### src/rtl/core/hta_pkg.sv
// shared types and constants of the hall tachometer
// depends on: nothing
package hta_pkg;

	// fixed-point constants: 60000 ms/min in Q.8, rpm ceiling, 2*pi/60 in Q.16
	localparam logic [23:0] RPM_SCALE_Q8 = 24'd15360000;
	localparam logic [17:0] RPM_MAX_Q8   = 18'h3FFFF;
	localparam logic [12:0] RADPS_FACTOR = 13'd6863;
	localparam logic [15:0] MIN_PERIOD_RESET = 16'd100;
	// periods below this give more than the rpm ceiling
	localparam logic [31:0] SAT_PERIOD = 32'd59;
	localparam int unsigned DIV_STEPS = 24;
	localparam int unsigned CNT_W     = 5;

	// datapath operations
	typedef enum logic [2:0] {
		OP_LOAD,
		OP_NONE,
		OP_DIV_INIT,
		OP_DIV_STEP,
		OP_AVG,
		OP_SAT,
		OP_MUL,
		OP_OUT
	} op_t;

	// jump conditions
	typedef enum logic [2:0] {
		C_NEVER,
		C_ALWAYS,
		C_NO_IN,
		C_NO_MEAS,
		C_SAT,
		C_DIV_MORE,
		C_OUT_BUSY
	} cond_t;

	typedef logic [2:0] step_t;

	// program addresses
	localparam step_t STEP_IDLE  = 3'd0;
	localparam step_t STEP_CHECK = 3'd1;
	localparam step_t STEP_INIT  = 3'd2;
	localparam step_t STEP_DIV   = 3'd3;
	localparam step_t STEP_AVG   = 3'd4;
	localparam step_t STEP_SAT   = 3'd5;
	localparam step_t STEP_MUL   = 3'd6;
	localparam step_t STEP_OUT   = 3'd7;

	typedef struct packed {
		op_t   op;
		cond_t cond;
		step_t target;
	} uword_t;

	// sequencer to datapath
	typedef struct packed {
		op_t op;
	} ctrl_t;

	// datapath to sequencer
	typedef struct packed {
		logic in_valid;
		logic no_meas;
		logic sat;
		logic div_more;
		logic out_busy;
	} stat_t;

endpackage

### src/rtl/core/hall_tachometer_rpm_average.sv
// top level of the hall tachometer with running rpm average
// depends on: hta_pkg, hta_useq, hta_dp
//
// channel   direction  payload
// s_axis    in         tdata: now_ms[31:0]; tuser: edge_mask[1:0]
// m_axis    out        tdata: led_level, period_ms, avg_rpm_q8, radps_q8; tuser: accepted
// cfg       in         cfg_wdata: min_period_ms[15:0], written when cfg_we is high
//
// an event with a measurement runs one in, one check and one divider set-up step,
// 24 restoring divide steps, then average, multiply and output steps; a saturating
// measurement saturates instead of dividing; an event without one skips to multiply
// s_axis_tready is high only on the idle step of the microprogram
// the output step waits while the output register holds an untaken transaction
// reset clears the architectural state and output valid and sets min_period_ms to 100
module hall_tachometer_rpm_average (
	input  logic        clk,
	input  logic        arst_n,
	input  logic        cfg_we,
	input  logic [15:0] cfg_wdata,     // min_period_ms
	input  logic        s_axis_tvalid,
	output logic        s_axis_tready,
	input  logic [31:0] s_axis_tdata,  // now_ms
	input  logic [1:0]  s_axis_tuser,  // edge_mask
	output logic        m_axis_tvalid,
	input  logic        m_axis_tready,
	output logic [71:0] m_axis_tdata,  // led_level, period_ms, avg_rpm_q8, radps_q8, zero pad
	output logic [0:0]  m_axis_tuser   // accepted
);
	import hta_pkg::*;

	ctrl_t ctrl;
	stat_t stat;

	// microprogram
	hta_useq u_useq (
		.clk    (clk),
		.arst_n (arst_n),
		.stat   (stat),
		.ctrl   (ctrl)
	);

	// datapath
	hta_dp u_dp (
		.clk           (clk),
		.arst_n        (arst_n),
		.ctrl          (ctrl),
		.stat          (stat),
		.cfg_we        (cfg_we),
		.cfg_wdata     (cfg_wdata),
		.s_axis_tvalid (s_axis_tvalid),
		.s_axis_tready (s_axis_tready),
		.s_axis_tdata  (s_axis_tdata),
		.s_axis_tuser  (s_axis_tuser),
		.m_axis_tvalid (m_axis_tvalid),
		.m_axis_tready (m_axis_tready),
		.m_axis_tdata  (m_axis_tdata),
		.m_axis_tuser  (m_axis_tuser)
	);

endmodule

### src/rtl/core/hta_useq.sv
// microcode sequencer: program rom, step counter and conditional jumps
// depends on: hta_pkg
module hta_useq (
	input  logic           clk,
	input  logic           arst_n,
	input  hta_pkg::stat_t stat,
	output hta_pkg::ctrl_t ctrl
);
	import hta_pkg::*;

	step_t  step_q;
	uword_t uw;
	logic   jump;

	// program rom
	always_comb begin
		unique case (step_q)
			STEP_IDLE:  uw = '{op: OP_LOAD,     cond: C_NO_IN,    target: STEP_IDLE};
			STEP_CHECK: uw = '{op: OP_NONE,     cond: C_NO_MEAS,  target: STEP_MUL};
			STEP_INIT:  uw = '{op: OP_DIV_INIT, cond: C_SAT,      target: STEP_SAT};
			STEP_DIV:   uw = '{op: OP_DIV_STEP, cond: C_DIV_MORE, target: STEP_DIV};
			STEP_AVG:   uw = '{op: OP_AVG,      cond: C_ALWAYS,   target: STEP_MUL};
			STEP_SAT:   uw = '{op: OP_SAT,      cond: C_ALWAYS,   target: STEP_AVG};
			STEP_MUL:   uw = '{op: OP_MUL,      cond: C_NEVER,    target: STEP_IDLE};
			// falls through to the idle step by counter wrap
			STEP_OUT:   uw = '{op: OP_OUT,      cond: C_OUT_BUSY, target: STEP_OUT};
			default:    uw = '{op: OP_NONE,     cond: C_ALWAYS,   target: STEP_IDLE};
		endcase
	end

	// condition select
	always_comb begin
		unique case (uw.cond)
			C_NEVER:    jump = 1'b0;
			C_ALWAYS:   jump = 1'b1;
			C_NO_IN:    jump = !stat.in_valid;
			C_NO_MEAS:  jump = stat.no_meas;
			C_SAT:      jump = stat.sat;
			C_DIV_MORE: jump = stat.div_more;
			C_OUT_BUSY: jump = stat.out_busy;
			default:    jump = 1'b0;
		endcase
	end

	assign ctrl.op = uw.op;

	// step counter
	always_ff @(posedge clk or negedge arst_n) begin
		if (!arst_n) begin
			step_q <= STEP_IDLE;
		end else if (jump) begin
			step_q <= uw.target;
		end else begin
			step_q <= step_q + 3'd1;
		end
	end

endmodule

### src/rtl/core/hta_dp.sv
// datapath: state, restoring divider, average, rad/s multiplier, output register
// depends on: hta_pkg
module hta_dp (
	input  logic           clk,
	input  logic           arst_n,
	input  hta_pkg::ctrl_t ctrl,
	output hta_pkg::stat_t stat,
	input  logic           cfg_we,
	input  logic [15:0]    cfg_wdata,
	input  logic           s_axis_tvalid,
	output logic           s_axis_tready,
	input  logic [31:0]    s_axis_tdata,
	input  logic [1:0]     s_axis_tuser,
	output logic           m_axis_tvalid,
	input  logic           m_axis_tready,
	output logic [71:0]    m_axis_tdata,
	output logic [0:0]     m_axis_tuser
);
	import hta_pkg::*;

	logic [15:0]      min_period_q;
	logic             led_q;
	logic [31:0]      last_edge_q;
	logic [17:0]      avg_q;
	logic [31:0]      last_period_q;
	logic             acc_q;
	logic             rise_q;
	logic [31:0]      now_q;
	logic [31:0]      per_q;
	logic [23:0]      rem_q;
	logic [23:0]      quo_q;
	logic [CNT_W-1:0] cnt_q;
	logic [30:0]      prod_q;

	logic             out_valid_q;
	logic             out_led_q;
	logic             out_acc_q;
	logic [31:0]      out_period_q;
	logic [17:0]      out_avg_q;
	logic [14:0]      out_radps_q;

	logic             in_acc;
	logic             out_load;
	logic [24:0]      rem_sh;
	logic [31:0]      rem_diff;
	logic             rem_ge;
	logic [18:0]      avg_sum;

	assign s_axis_tready = (ctrl.op == OP_LOAD);
	assign in_acc        = s_axis_tvalid && s_axis_tready;

	// status back to the sequencer
	assign stat.in_valid = s_axis_tvalid;
	assign stat.no_meas  = !rise_q || (per_q < {16'd0, min_period_q});
	assign stat.sat      = (per_q < SAT_PERIOD);
	assign stat.div_more = (cnt_q != '0);
	assign stat.out_busy = out_valid_q && !m_axis_tready;

	// one restoring divide step
	assign rem_sh   = {rem_q, quo_q[23]};
	assign rem_diff = {7'd0, rem_sh} - per_q;
	assign rem_ge   = ({7'd0, rem_sh} >= per_q);

	assign avg_sum  = {1'b0, quo_q[17:0]} + {1'b0, avg_q};
	assign out_load = (ctrl.op == OP_OUT) && !stat.out_busy;

	// configuration register
	always_ff @(posedge clk or negedge arst_n) begin
		if (!arst_n) begin
			min_period_q <= MIN_PERIOD_RESET;
		end else if (cfg_we) begin
			min_period_q <= cfg_wdata;
		end
	end

	// architectural state
	always_ff @(posedge clk or negedge arst_n) begin
		if (!arst_n) begin
			led_q         <= 1'b0;
			last_edge_q   <= '0;
			avg_q         <= '0;
			last_period_q <= '0;
			acc_q         <= 1'b0;
			rise_q        <= 1'b0;
		end else begin
			if (in_acc) begin
				rise_q <= s_axis_tuser[1];
				acc_q  <= 1'b0;
				// rising edge wins over falling edge
				if (s_axis_tuser[1]) begin
					led_q <= 1'b0;
				end else if (s_axis_tuser[0]) begin
					led_q <= 1'b1;
				end
			end
			if (ctrl.op == OP_AVG) begin
				avg_q         <= avg_sum[18:1];
				last_period_q <= per_q;
				last_edge_q   <= now_q;
				acc_q         <= 1'b1;
			end
		end
	end

	// working registers: period, divider, product
	always_ff @(posedge clk) begin
		if (in_acc) begin
			now_q <= s_axis_tdata;
			per_q <= s_axis_tdata - last_edge_q;
		end
		case (ctrl.op)
			OP_DIV_INIT: begin
				rem_q <= '0;
				quo_q <= RPM_SCALE_Q8;
				cnt_q <= CNT_W'(DIV_STEPS - 1);
			end
			OP_DIV_STEP: begin
				rem_q <= rem_ge ? rem_diff[23:0] : rem_sh[23:0];
				quo_q <= {quo_q[22:0], rem_ge};
				cnt_q <= cnt_q - CNT_W'(1);
			end
			OP_SAT: begin
				quo_q <= {6'd0, RPM_MAX_Q8};
			end
			OP_MUL: begin
				prod_q <= {13'd0, avg_q} * {18'd0, RADPS_FACTOR};
			end
			default: begin
			end
		endcase
	end

	// output register valid
	always_ff @(posedge clk or negedge arst_n) begin
		if (!arst_n) begin
			out_valid_q <= 1'b0;
		end else if (out_load) begin
			out_valid_q <= 1'b1;
		end else if (m_axis_tready) begin
			out_valid_q <= 1'b0;
		end
	end

	// output register payload
	always_ff @(posedge clk) begin
		if (out_load) begin
			out_led_q    <= led_q;
			out_acc_q    <= acc_q;
			out_period_q <= last_period_q;
			out_avg_q    <= avg_q;
			out_radps_q  <= prod_q[30:16];
		end
	end

	assign m_axis_tvalid = out_valid_q;
	assign m_axis_tuser  = out_acc_q;
	assign m_axis_tdata  = {6'd0, out_radps_q, out_avg_q, out_period_q, out_led_q};

endmodule

### config.mk
export PLATFORM = sky130hd
export DESIGN_NAME = hall_tachometer_rpm_average
export DESIGN_NICKNAME = d
export VERILOG_FILES = /design/src/rtl/core/hta_pkg.sv /design/src/rtl/core/hall_tachometer_rpm_average.sv /design/src/rtl/core/hta_useq.sv /design/src/rtl/core/hta_dp.sv
export SDC_FILE = /design/constraint.sdc
export NUM_CORES = 1
export LEC_CHECK = 0
export ABC_AREA = 1
export ABC_CLOCK_PERIOD_IN_PS = 12400
export BUFFER_PORTS_ARGS = -buffer_cell sky130_fd_sc_hd__buf_2
export CORE_MARGIN = 2
export CORE_UTILIZATION = 52
export DETAILED_ROUTE_END_ITERATION = 16
export HOLD_SLACK_MARGIN = 0.02
export PLACE_DENSITY = 0.78
export SLEW_MARGIN = 25
export SYNTH_ARGS = -nofsm -noshare
export SYNTH_HDL_FRONTEND = slang
export SYNTH_HIERARCHICAL = 1
export SYNTH_SLANG_ARGS = --single-unit
### constraint.sdc
create_clock -name clk -period 12.4 [get_ports clk]
set_clock_uncertainty 0.2 [all_clocks]
set_input_delay 2.48 -clock clk [delete_from_list [all_inputs] [get_ports clk]]
set_output_delay 2.48 -clock clk [all_outputs]
set_load 0.01 [all_outputs]
==> flow_summary_export.csv, run 1 <==
group,metric,value,unit
flow_run,max_cap_viol_count,0,
critical_path,worst-endpoint-required,12.50,ns
cells_and_area,fin_nets,2921,
synthesis,synth_compound_area_share,7.853,%
routing,drt_wl_total,50390,um
placement,hpwl,39300,um
routing,route.detailed.drc,0,
floorplan,start_util,52.49,%
clock_tree,cts_resized,0,
critical_path,timing_worst_setup_path_type,"reg2reg",
grt,grt_util_all_layers,24.10,%
floorplan,coreArea,40650,um^2
clock_tree,cts_tree,"yes",
sta,worstMarginPinSlew,0.9117,ns
worst_hold_path,hold_end,"u_dp/out_radps_q[1]",
placement,gp_congestion,0.9547,
synthesis,muxShareOfSynthArea,0,%
sta,post-route-period-util,43.29,%
critical_path,reg2reg_from,"u_dp/avg_q[15]",
clock_tree,ctsHoldBuffers,0,
clock_tree,clkSinkCount,304,
critical_path,cp.arrival,5.47,ns
floorplan,die_width,206.6,um
routing,first_pass_iters,5,
synthesis,synth_area_leaders,"edfxtp_1 (28%), ha_1 (12%), dfrtp_1 (12%)",
synthesis,synth_top_family_by_area,"adder cells",
synthesis,synthAdderAreaFrac,21.97,%
cells_and_area,nFillCells,3544,
synthesis,ys_ff_latch,304,
routing,ant_nets,0,
sta,max_freq,0.1863,GHz
synthesis,yosysTopAreaCellShare,28.01,%
sta,hold_violations,0,
clock_tree,clk_path_buf_depth,3,
synthesis,yosys.cell_count.top_type,"nand2_1",
synthesis,synth-xor-area-share,2.217,%
critical_path,startpoint_type,"register",
worst_hold_path,hold_depth,0,
floorplan,die_h,206.6,um
placement,port_buffers,123,
sta,slew_viol_final,0,
cells_and_area,syn_to_final_growth,10.87,%
synthesis,yosysWarnings,6,
routing,drt_iter0_markers,1108,
grt,grt_overflow,0,
synthesis,synth.cell_area,21330,um^2
routing,vias,16290,
critical_path,critical_path.max_fanout,10,
synthesis,synth_commonest_cells,"nand2_1 (599), inv_1 (428), ha_1 (213)",
critical_path,r2r_end,"u_dp/prod_q[30]",
synthesis,syn_inst,2418,
cells_and_area,n_antenna_cell,0,
worst_hold_path,hp-class,"reg2reg",
grt,grt_pass1_wl,80690,um
floorplan,boundaryPins,130,
floorplan,rows,74,
grt,grt_pass1_vias,15920,
synthesis,async_flop_share,34.54,%
grt,grt_max_degree,84,
critical_path,r2r_slack,7.03,ns
worst_hold_path,min-delay-start,"u_dp/prod_q[17]",
synthesis,ys.flop_type,"edfxtp_1",
sta,period_needed,5.367,ns
synthesis,synth.distinct_cells,49,
critical_path,worstRegToRegCells,18,
clock_tree,clockRootBuffer,"clkbuf_16",
cells_and_area,multi_input_area,10930,um^2
clock_tree,post_cts_buffers,0,
run_status,status,"completed",
cells_and_area,seqCellArea,8607,um^2
synthesis,synth_top_area_cell,"edfxtp_1",
critical_path,end_kind,"register",
sta,max_slew_margin,39.15,%
synthesis,seq_area_frac_synth,40.34,%
routing,drt-vias-per-instance,5.235,
routing,wl_per_cell,16.20,um
sta,setup_viol,0,
synthesis,syn_area_per_cell,8.823,um^2
sta,setup_tns,0,ns
sta,rsz0062_at_grt,"no",
synthesis,yosys.area_share.simple,18.97,%
grt,antenna_found_initial,2,
cells_and_area,drive_above_1_share,8.453,%
synthesis,synth-edff-count,199,
clock_tree,path_clk_slew,0.06,ns
floorplan,fp.dieArea,42660,um^2
clock_tree,numCtsBuffers,36,
clock_tree,cts_max_level,2,
clock_tree,clk_latency,0.55,ns
[area by class of cell]
type	instances	share of cell area [%]
multi-input combinational	1648	46.21
tap	532	2.814
clock buffer	52	4.147
inverter	431	6.882
clock inverter	13	0.6877
timing repair buffer	131	2.867
sequential	304	36.39
[state kept, by name, indices dropped and copies added, names as in the netlist, 3 cells and up]
register            cells
u_dp/last_edge_q       32
u_dp/last_period_q     32
u_dp/now_q             32
u_dp/out_period_q      32
u_dp/per_q             32
u_dp/quo_q             24
u_dp/rem_q             24
u_dp/avg_q             18
u_dp/out_avg_q         18
u_dp/min_period_q      16
u_dp/out_radps_q       15
u_dp/prod_q            15
u_dp/cnt_q              5
u_useq/step_q           3
[cell usage in the layout (no fill, tap or decap), drive strengths merged]
cell,n
a211oi,2
a21boi,4
a21o,12
a21oi,116
a22oi,1
a31oi,2
and2,2
and3,1
buf,131
bufinv,3
clkbuf,52
clkinv,7
conb,6
dfrtp,102
dfstp,3
edfxtp,199
fa,101
ha,213
inv,434
nand2,607
nand3,96
nand3b,20
nand4,23
nor2,176
nor3,27
nor4,7
o211ai,1
o21a,8
o21ai,146
o21bai,13
o22ai,2
o311ai,1
or2,7
xnor2,17
xor2,37
[cell families (layout without fill, tap and decap cells)]
kind of cell | count (synthesis) | after routing
xor gates and xnor gates | 54 | 54
adders and majority gates | 314 | 314
AOI/OAI and AO/OA | 308 | 308
DFF | 304 | 304
buffers and inverters | 471 | 627
and+or+nand+nor | 966 | 966
other | 1 | 6
[through the flow]
stage / util (%) / cell area, um^2 / hold slack, ns / instances / setup WS [ns]
6_report: 58.19 / 23650 / 0.2165 / 3111 / 7.033
5_1_grt: 58.19 / 23650 / 0.2253 / 3111 / 6.724
4_1_cts: 58.18 / 23650 / 0.2175 / 3111 / 7.061
3_3_place_gp: 55.36 / 22500 / 0.2046 / 3046 / 7.164
3_5_place_dp: 55.36 / 22500 / 0.2045 / 3046 / 7.040
2_1_floorplan: - / 21350 / 0.2003 / 2423 / 6.385
[worst max-delay path: stages, from the launching register on]
cell     delay (ns)
dfrtp_1        0.62
inv_1          0.25
fa_1           0.58
fa_1           0.45
fa_1           0.52
inv_1          0.05
fa_1           0.47
inv_1          0.05
fa_1           0.53
inv_1          0.04
ha_1           0.34
a21oi_1        0.20
o21ai_0        0.15
a21oi_1        0.26
nor2_1         0.07
nor2_1         0.16
nand2_1        0.08
nand2_1        0.07
nand2_1        0.04
[layer usage]
metal  GRT usage, %  routed length [um]
met2          40.25               24250
met3          4.364                2640
met4          7.423                1294
met1          32.03               22200
met5              0                  11
[worst max-delay path by stage]
stage / startpoint / endpoint
after global placement: u_dp/avg_q[13] / u_dp/prod_q[29]
final: u_dp/avg_q[15] / u_dp/prod_q[30]
after detailed placement: u_dp/avg_q[15] / u_dp/prod_q[30]
after global routing: u_dp/avg_q[15] / u_dp/prod_q[30]
after floorplan: m_axis_tready / u_dp/m_axis_tuser
after CTS: u_dp/avg_q[15] / u_dp/prod_q[30]
Power of run 1 is left out: the tool's default activity adds up to more than one toggle a clock period on the data nets, which glitch-free logic cannot reach.
==> run 2: changes to the inputs <==
Settings changed: ABC_AREA 1 to 0, ABC_CLOCK_PERIOD_IN_PS 12400 to 4540, PLACE_DENSITY 0.78 to 0.81.
Clock period 12.4 ns to 4.54 ns, I/O delays scaled along.
==> run 2 against run 1 <==
  * Fmax fell by 6.2%
  * Non-clock buffer count up 108
  * Clock-buffer cell count decreased by 3
  * Sequential cell count unchanged
  * Via count is 17% lower
  * Routed wire length shrank 16%
  * Cell count shrank 20%
  * Critical path depth grew 3
  * Synthesized cell count down 27%
  * The run now ends with setup timing left
==> flow_summary_export.csv, run 2 <==
group,metric,value,unit
sta,max_freq,0.1748,GHz
grt,antenna_found_initial,0,
run_status,status,"complete, but fails checks",
routing,drt_wl_total,42380,um
synthesis,syn_area_per_cell,10.93,um^2
critical_path,startpoint_type,"register",
grt,grt_util_met3,3.029,%
sta,worst_slack,-1.180,ns
cells_and_area,fin_nets,2365,
routing,first_pass_iters,5,
clock_tree,numCtsBuffers,34,
grt,grt_max_degree,56,
routing,drt_iter0_markers,789,
grt,grt_util_all_layers,22.15,%
synthesis,synth_commonest_cells,"inv_1 (256), ha_1 (213), edfxtp_1 (199)",
critical_path,path_cells,"inv_4, fa_1, fa_1, inv_2, fa_1, inv_1, fa_1, fa_1, inv_1, ha_4, a211o_1, a21oi_2, o21ai_2, a21oi_2, o21ai_2, a41o_1, o221a_4, a211o_1, a21o_1, a21oi_2, xnor2_1",
sta,hold_violations,0,
critical_path,critical_path.max_fanout,3,
worst_hold_path,min-delay-start,"u_dp/prod_q[21]",
floorplan,boundaryPins,130,
synthesis,synth.cell_area,19290,um^2
synthesis,seq_area_frac_synth,44.62,%
cells_and_area,layout_common_cells,"inv_1 (238), ha_1 (204), edfxtp_1 (199)",
floorplan,fp.dieArea,38650,um^2
critical_path,timing_worst_setup_path_type,"reg2reg",
cells_and_area,design_area,22580,um^2
synthesis,synth.distinct_cells,70,
worst_hold_path,hold_depth,0,
cells_and_area,syn_to_final_growth,17.03,%
placement,post-place-ws,-1.223,ns
sta,max_slew_margin,34.66,%
critical_path,path_buf_inv,4,
clock_tree,cts_max_level,2,
floorplan,rows,70,
routing,wl_per_cell,17.02,um
synthesis,yosysWarnings,6,
run_status,failed_checks,"setup timing",
floorplan,coreArea,36610,um^2
critical_path,cpMaxStageDelayCell,"fa_1",
worst_hold_path,hp-class,"reg2reg",
sta,rsz0062_at_grt,"yes",
clock_tree,clk_latency,0.55,ns
cells_and_area,nFillCells,2785,
placement,placedCellCount,2421,
synthesis,syn_inst,1765,
grt,grt_pass1_wl,68600,um
placement,gp_congestion,0.9274,
critical_path,critPathLaunch,"u_dp/avg_q[16]",
flow_run,max_cap_viol_count,0,
critical_path,crit_family,"adder cells",
clock_tree,clkSinkCount,304,
routing,drt-vias-per-instance,5.422,
critical_path,cp_num_cells,21,
cells_and_area,multi_input_area,9778,um^2
synthesis,ys.flop_type,"edfxtp_1",
critical_path,reg2reg_from,"u_dp/avg_q[16]",
clock_tree,path_clk_slew,0.06,ns
critical_path,crit_top_cell,"fa_1",
floorplan,start_util,52.69,%
grt,grt_pass1_vias,14120,
grt,grt_use_met2,41.21,%
synthesis,async_flop_share,34.54,%
floorplan,die_width,196.6,um
placement,port_buffers,123,
synthesis,synth_area_leaders,"edfxtp_1 (31%), ha_1 (14%), dfrtp_1 (13%)",
routing,vias,13500,
critical_path,slowest_delay,0.54,ns
synthesis,synth-edff-count,199,
placement,dpl_cell_area,21240,um^2
cells_and_area,layout_commonest_cell,"inv_1",
routing,route.detailed.drc,0,
synthesis,yosys.cell_count.top_type,"inv_1",
critical_path,worstRegToRegCells,21,
sta,post-route-period-util,126.0,%
synthesis,synth_top_area_cell,"edfxtp_1",
grt,top_usage_layer,"met2",
cells_and_area,n_antenna_cell,0,
placement,hpwl,32000,um
cells_and_area,instances_no_fill,2490,
clock_tree,clockRootBuffer,"clkbuf_16",
sta,worstMarginPinSlew,0.9778,ns
routing,ant_nets,0,
critical_path,cp.arrival,5.79,ns
sta,slew_viol_final,0,
critical_path,worst-endpoint-required,4.61,ns
synthesis,yosysTopAreaCellShare,30.98,%
sta,setup_viol,15,
clock_tree,cts_tree,"yes",
synthesis,ys_ff_latch,304,
sta,holdWs,0.2112,ns
sta,period_needed,5.720,ns
cells_and_area,seqCellArea,8622,um^2
grt,grt_overflow,0,
cells_and_area,drive_above_1_share,18.55,%
grt,use_met1,26.22,%
critical_path,end_kind,"register",
clock_tree,clk_path_buf_depth,3,
floorplan,die_h,196.6,um
==> run 2: worst paths after layout <==
path	endpoint	slack, ns
worst min register to register	u_dp/out_radps_q[5]	0.21
worst max-delay path	u_dp/prod_q[30]	-1.18
worst min-delay path	u_dp/out_radps_q[5]	0.21
worst max register to register	u_dp/prod_q[30]	-1.18
min in group asynchronous	u_dp/last_edge_q[21]	0.23
max in group asynchronous	u_dp/avg_q[17]	3.04
==> run 2: metal layers <==
metal / share of wire [%] / vias to the layer above / routed length, um
met2: 53 / 289 / 22280
met3: 3.7 / 85 / 1568
li1: - / 6495 / -
met4: 3.1 / 0 / 1314
met5: 0 / - / 0
met1: 41 / 6633 / 17220
==> run 2: kinds of logic after synthesis <==
family	synth area share [%]
buffers and inverters	6.155
AOI/OAI and AO/OA	12.17
DFF	44.62
xor gates and xnor gates	3.451
adders and majority gates	24.30
other	0.01944
muxes	0.3762
and+or+nand+nor	8.906
==> run 2: area by class of cell <==
class / count / share of cell area, %
clock buffer: 49 / 4.290
timing repair buffer: 239 / 6.751
clock inverter: 13 / 0.4988
inverter: 257 / 4.362
tap: 468 / 2.594
sequential: 304 / 38.19
multi-input combinational: 1160 / 43.31
==> run 2: stage by stage <==
| step | utilization (%) | setup TNS (ns) |
|---|---|---|
| after global placement | 58.02 | -9.178 |
| after floorplan | - | -5.627 |
| after global routing | 61.66 | -12.28 |
| after detailed placement | 58.02 | -10.69 |
| after CTS | 61.36 | -9.701 |
| final | 61.66 | -9.841 |
==> run 2: worst reg2reg max path, stage by stage (launching register included) <==
cell	delay (ns)
dfrtp_2	0.42
inv_4	0.08
fa_1	0.44
fa_1	0.45
inv_2	0.08
fa_1	0.41
inv_1	0.10
fa_1	0.45
fa_1	0.54
inv_1	0.06
ha_4	0.24
a211o_1	0.30
a21oi_2	0.13
o21ai_2	0.08
a21oi_2	0.15
o21ai_2	0.09
a41o_1	0.22
o221a_4	0.23
a211o_1	0.33
a21o_1	0.21
a21oi_2	0.15
xnor2_1	0.09
==> run 2: what timing repair did <==
action | CTS | global route
endpoints found under the setup margin | 15 | 15
buffers inserted | 3 | 5
gates resized for setup | 29 | 19
hold buffers | 0 | 0
pin swaps | 19 | 20
Power of run 2 is left out for the same reason.
==> run 3: changes to the inputs <==
--- a/constraint.sdc
+++ b/constraint.sdc
@@ -4,2 +4,2 @@
 set_output_delay 0.908 -clock clk [all_outputs]
-set_load 0.01 [all_outputs]
+set_load 0.1 [all_outputs]
==> run 3 against run 2 <==
  * The flow still finishes with violations (setup timing)
  * Sequential cell count unchanged
  * First-iteration DRC count down 2.8%
  * Global-route usage up 0.33 points
  * Worst hold slack worse by 0.037 ns
  * Critical path type unchanged
==> flow_summary_export.csv, run 3 (same netlist as run 2, synthesis figures left out) <==
group,metric,value,unit
routing,drt_wl_total,43040,um
critical_path,startpoint_type,"register",
critical_path,critical_path.max_fanout,4,
clock_tree,clk_latency,0.59,ns
critical_path,end_kind,"register",
critical_path,reg2reg_from,"u_dp/avg_q[16]",
sta,max_slew_margin,31.96,%
grt,grt_pass1_wl,69350,um
sta,rsz0062_at_grt,"yes",
sta,period_needed,5.755,ns
grt,grt_overflow,0,
cells_and_area,drive_above_1_share,19.75,%
grt,grt_util_all_layers,22.47,%
placement,placedCellCount,2425,
floorplan,start_util,52.69,%
grt,antenna_found_initial,0,
placement,hpwl,32240,um
critical_path,r2r_slack,-1.21,ns
routing,wl_per_cell,17.23,um
floorplan,die_h,196.6,um
clock_tree,ctsHoldBuffers,0,
clock_tree,clkSinkCount,304,
placement,gp_congestion,0.8799,
critical_path,cp.arrival,5.88,ns
cells_and_area,fin_nets,2374,
run_status,status,"complete, but fails checks",
sta,max_freq,0.1738,GHz
sta,hold_violations,0,
critical_path,worstRegToRegCells,21,
floorplan,rows,70,
cells_and_area,instances_no_fill,2498,
routing,first_pass_iters,5,
routing,route.detailed.drc,0,
cells_and_area,layout_commonest_cell,"inv_1",
clock_tree,path_clk_slew,0.06,ns
grt,grt_max_degree,79,
routing,vias,13660,
sta,setup_viol,15,
floorplan,coreArea,36610,um^2
grt,grt_pass1_vias,14230,
sta,slew_viol_final,0,
sta,worst_slack,-1.215,ns
routing,drt-vias-per-instance,5.469,
routing,drt_iter0_markers,767,
run_status,failed_checks,"setup timing",
flow_run,max_cap_viol_count,0,
clock_tree,numCtsBuffers,31,
critical_path,worst-endpoint-required,4.67,ns
critical_path,timing_worst_setup_path_type,"reg2reg",
clock_tree,cts_tree,"yes",
cells_and_area,n_antenna_cell,0,
routing,ant_nets,0,
cells_and_area,syn_to_final_growth,17.63,%
placement,port_buffers,123,
clock_tree,clk_path_buf_depth,3,
floorplan,die_width,196.6,um
cells_and_area,layout_common_cells,"inv_1 (235), ha_1 (206), edfxtp_1 (199)",
clock_tree,cts_max_level,1,
sta,post-route-period-util,126.8,%
critical_path,critPathLaunch,"u_dp/avg_q[16]",
clock_tree,clockRootBuffer,"clkbuf_16",
floorplan,boundaryPins,130,
sta,worstMarginPinSlew,1.021,ns
floorplan,fp.dieArea,38650,um^2
worst_hold_path,hp-class,"in2async",
run 3: what timing repair did:
| item | CTS | global route |
|---|---|---|
| buffers inserted | 10 | 11 |
| pin swaps | 15 | 41 |
| gates resized for setup | 37 | 35 |
| endpoints found under the setup margin | 15 | 15 |
run 3: worst max-delay path, stage by stage, from the launching register on:
cell and delay, ns:
dfrtp_2 0.42, inv_4 0.08, fa_1 0.47, fa_1 0.51
fa_1 0.51, inv_2 0.04, fa_1 0.55, inv_2 0.04
fa_1 0.49, inv_2 0.05, ha_4 0.21, o21a_1 0.19
nor2_2 0.20, nor2b_4 0.07, a21oi_2 0.15, o21ai_2 0.09
a41o_1 0.26, o221a_4 0.23, a211o_1 0.30, a21o_1 0.20
a21oi_2 0.15, xnor2_1 0.07
run 3: worst paths after layout:
kind                                        endpoint
min in group clk                 u_dp/out_radps_q[1]
worst max register to register       u_dp/prod_q[30]
worst min register to register   u_dp/out_radps_q[1]
worst min-delay path            u_dp/last_edge_q[16]
worst max-delay path                 u_dp/prod_q[30]
max in group asynchronous       u_dp/min_period_q[2]
run 3: layout make-up:
type                            count  area (um^2)
Fill cell                        2814        13920
Multi-Input combinational cell   1160         9794
Sequential cell                   304         8623
Timing Repair Buffer              251         1643
Inverter                          257        987.2
Clock buffer                       40        839.6
Tap cell                          468        585.6
Clock inverter                     18        217.7
run 3: through the flow:
stage	TNS, ns	hold WS [ns]	util [%]	worst slack, ns	cell area (um^2)
5_1_grt	-13.07	0.2234	61.98	-1.360	22690
6_report	-11.02	0.1740	61.98	-1.215	22690
2_1_floorplan	-5.627	0.2003	-	-0.9665	19410
4_1_cts	-10.10	0.2183	61.50	-1.125	22520
3_3_place_gp	-9.131	0.2004	58.08	-1.072	21260
3_5_place_dp	-11.81	0.2052	58.08	-1.311	21260
run 3: metal layers:
metal | up-vias | global-route usage, % | part of all wire (%)
li1 | 6534 | - | -
met1 | 6683 | 26.45 | 39
met2 | 342 | 42.40 | 54
met3 | 102 | 2.806 | 3.9
met4 | 0 | 7.519 | 3.4
met5 | - | 0 | 0
Power of run 3 is left out for the same reason.
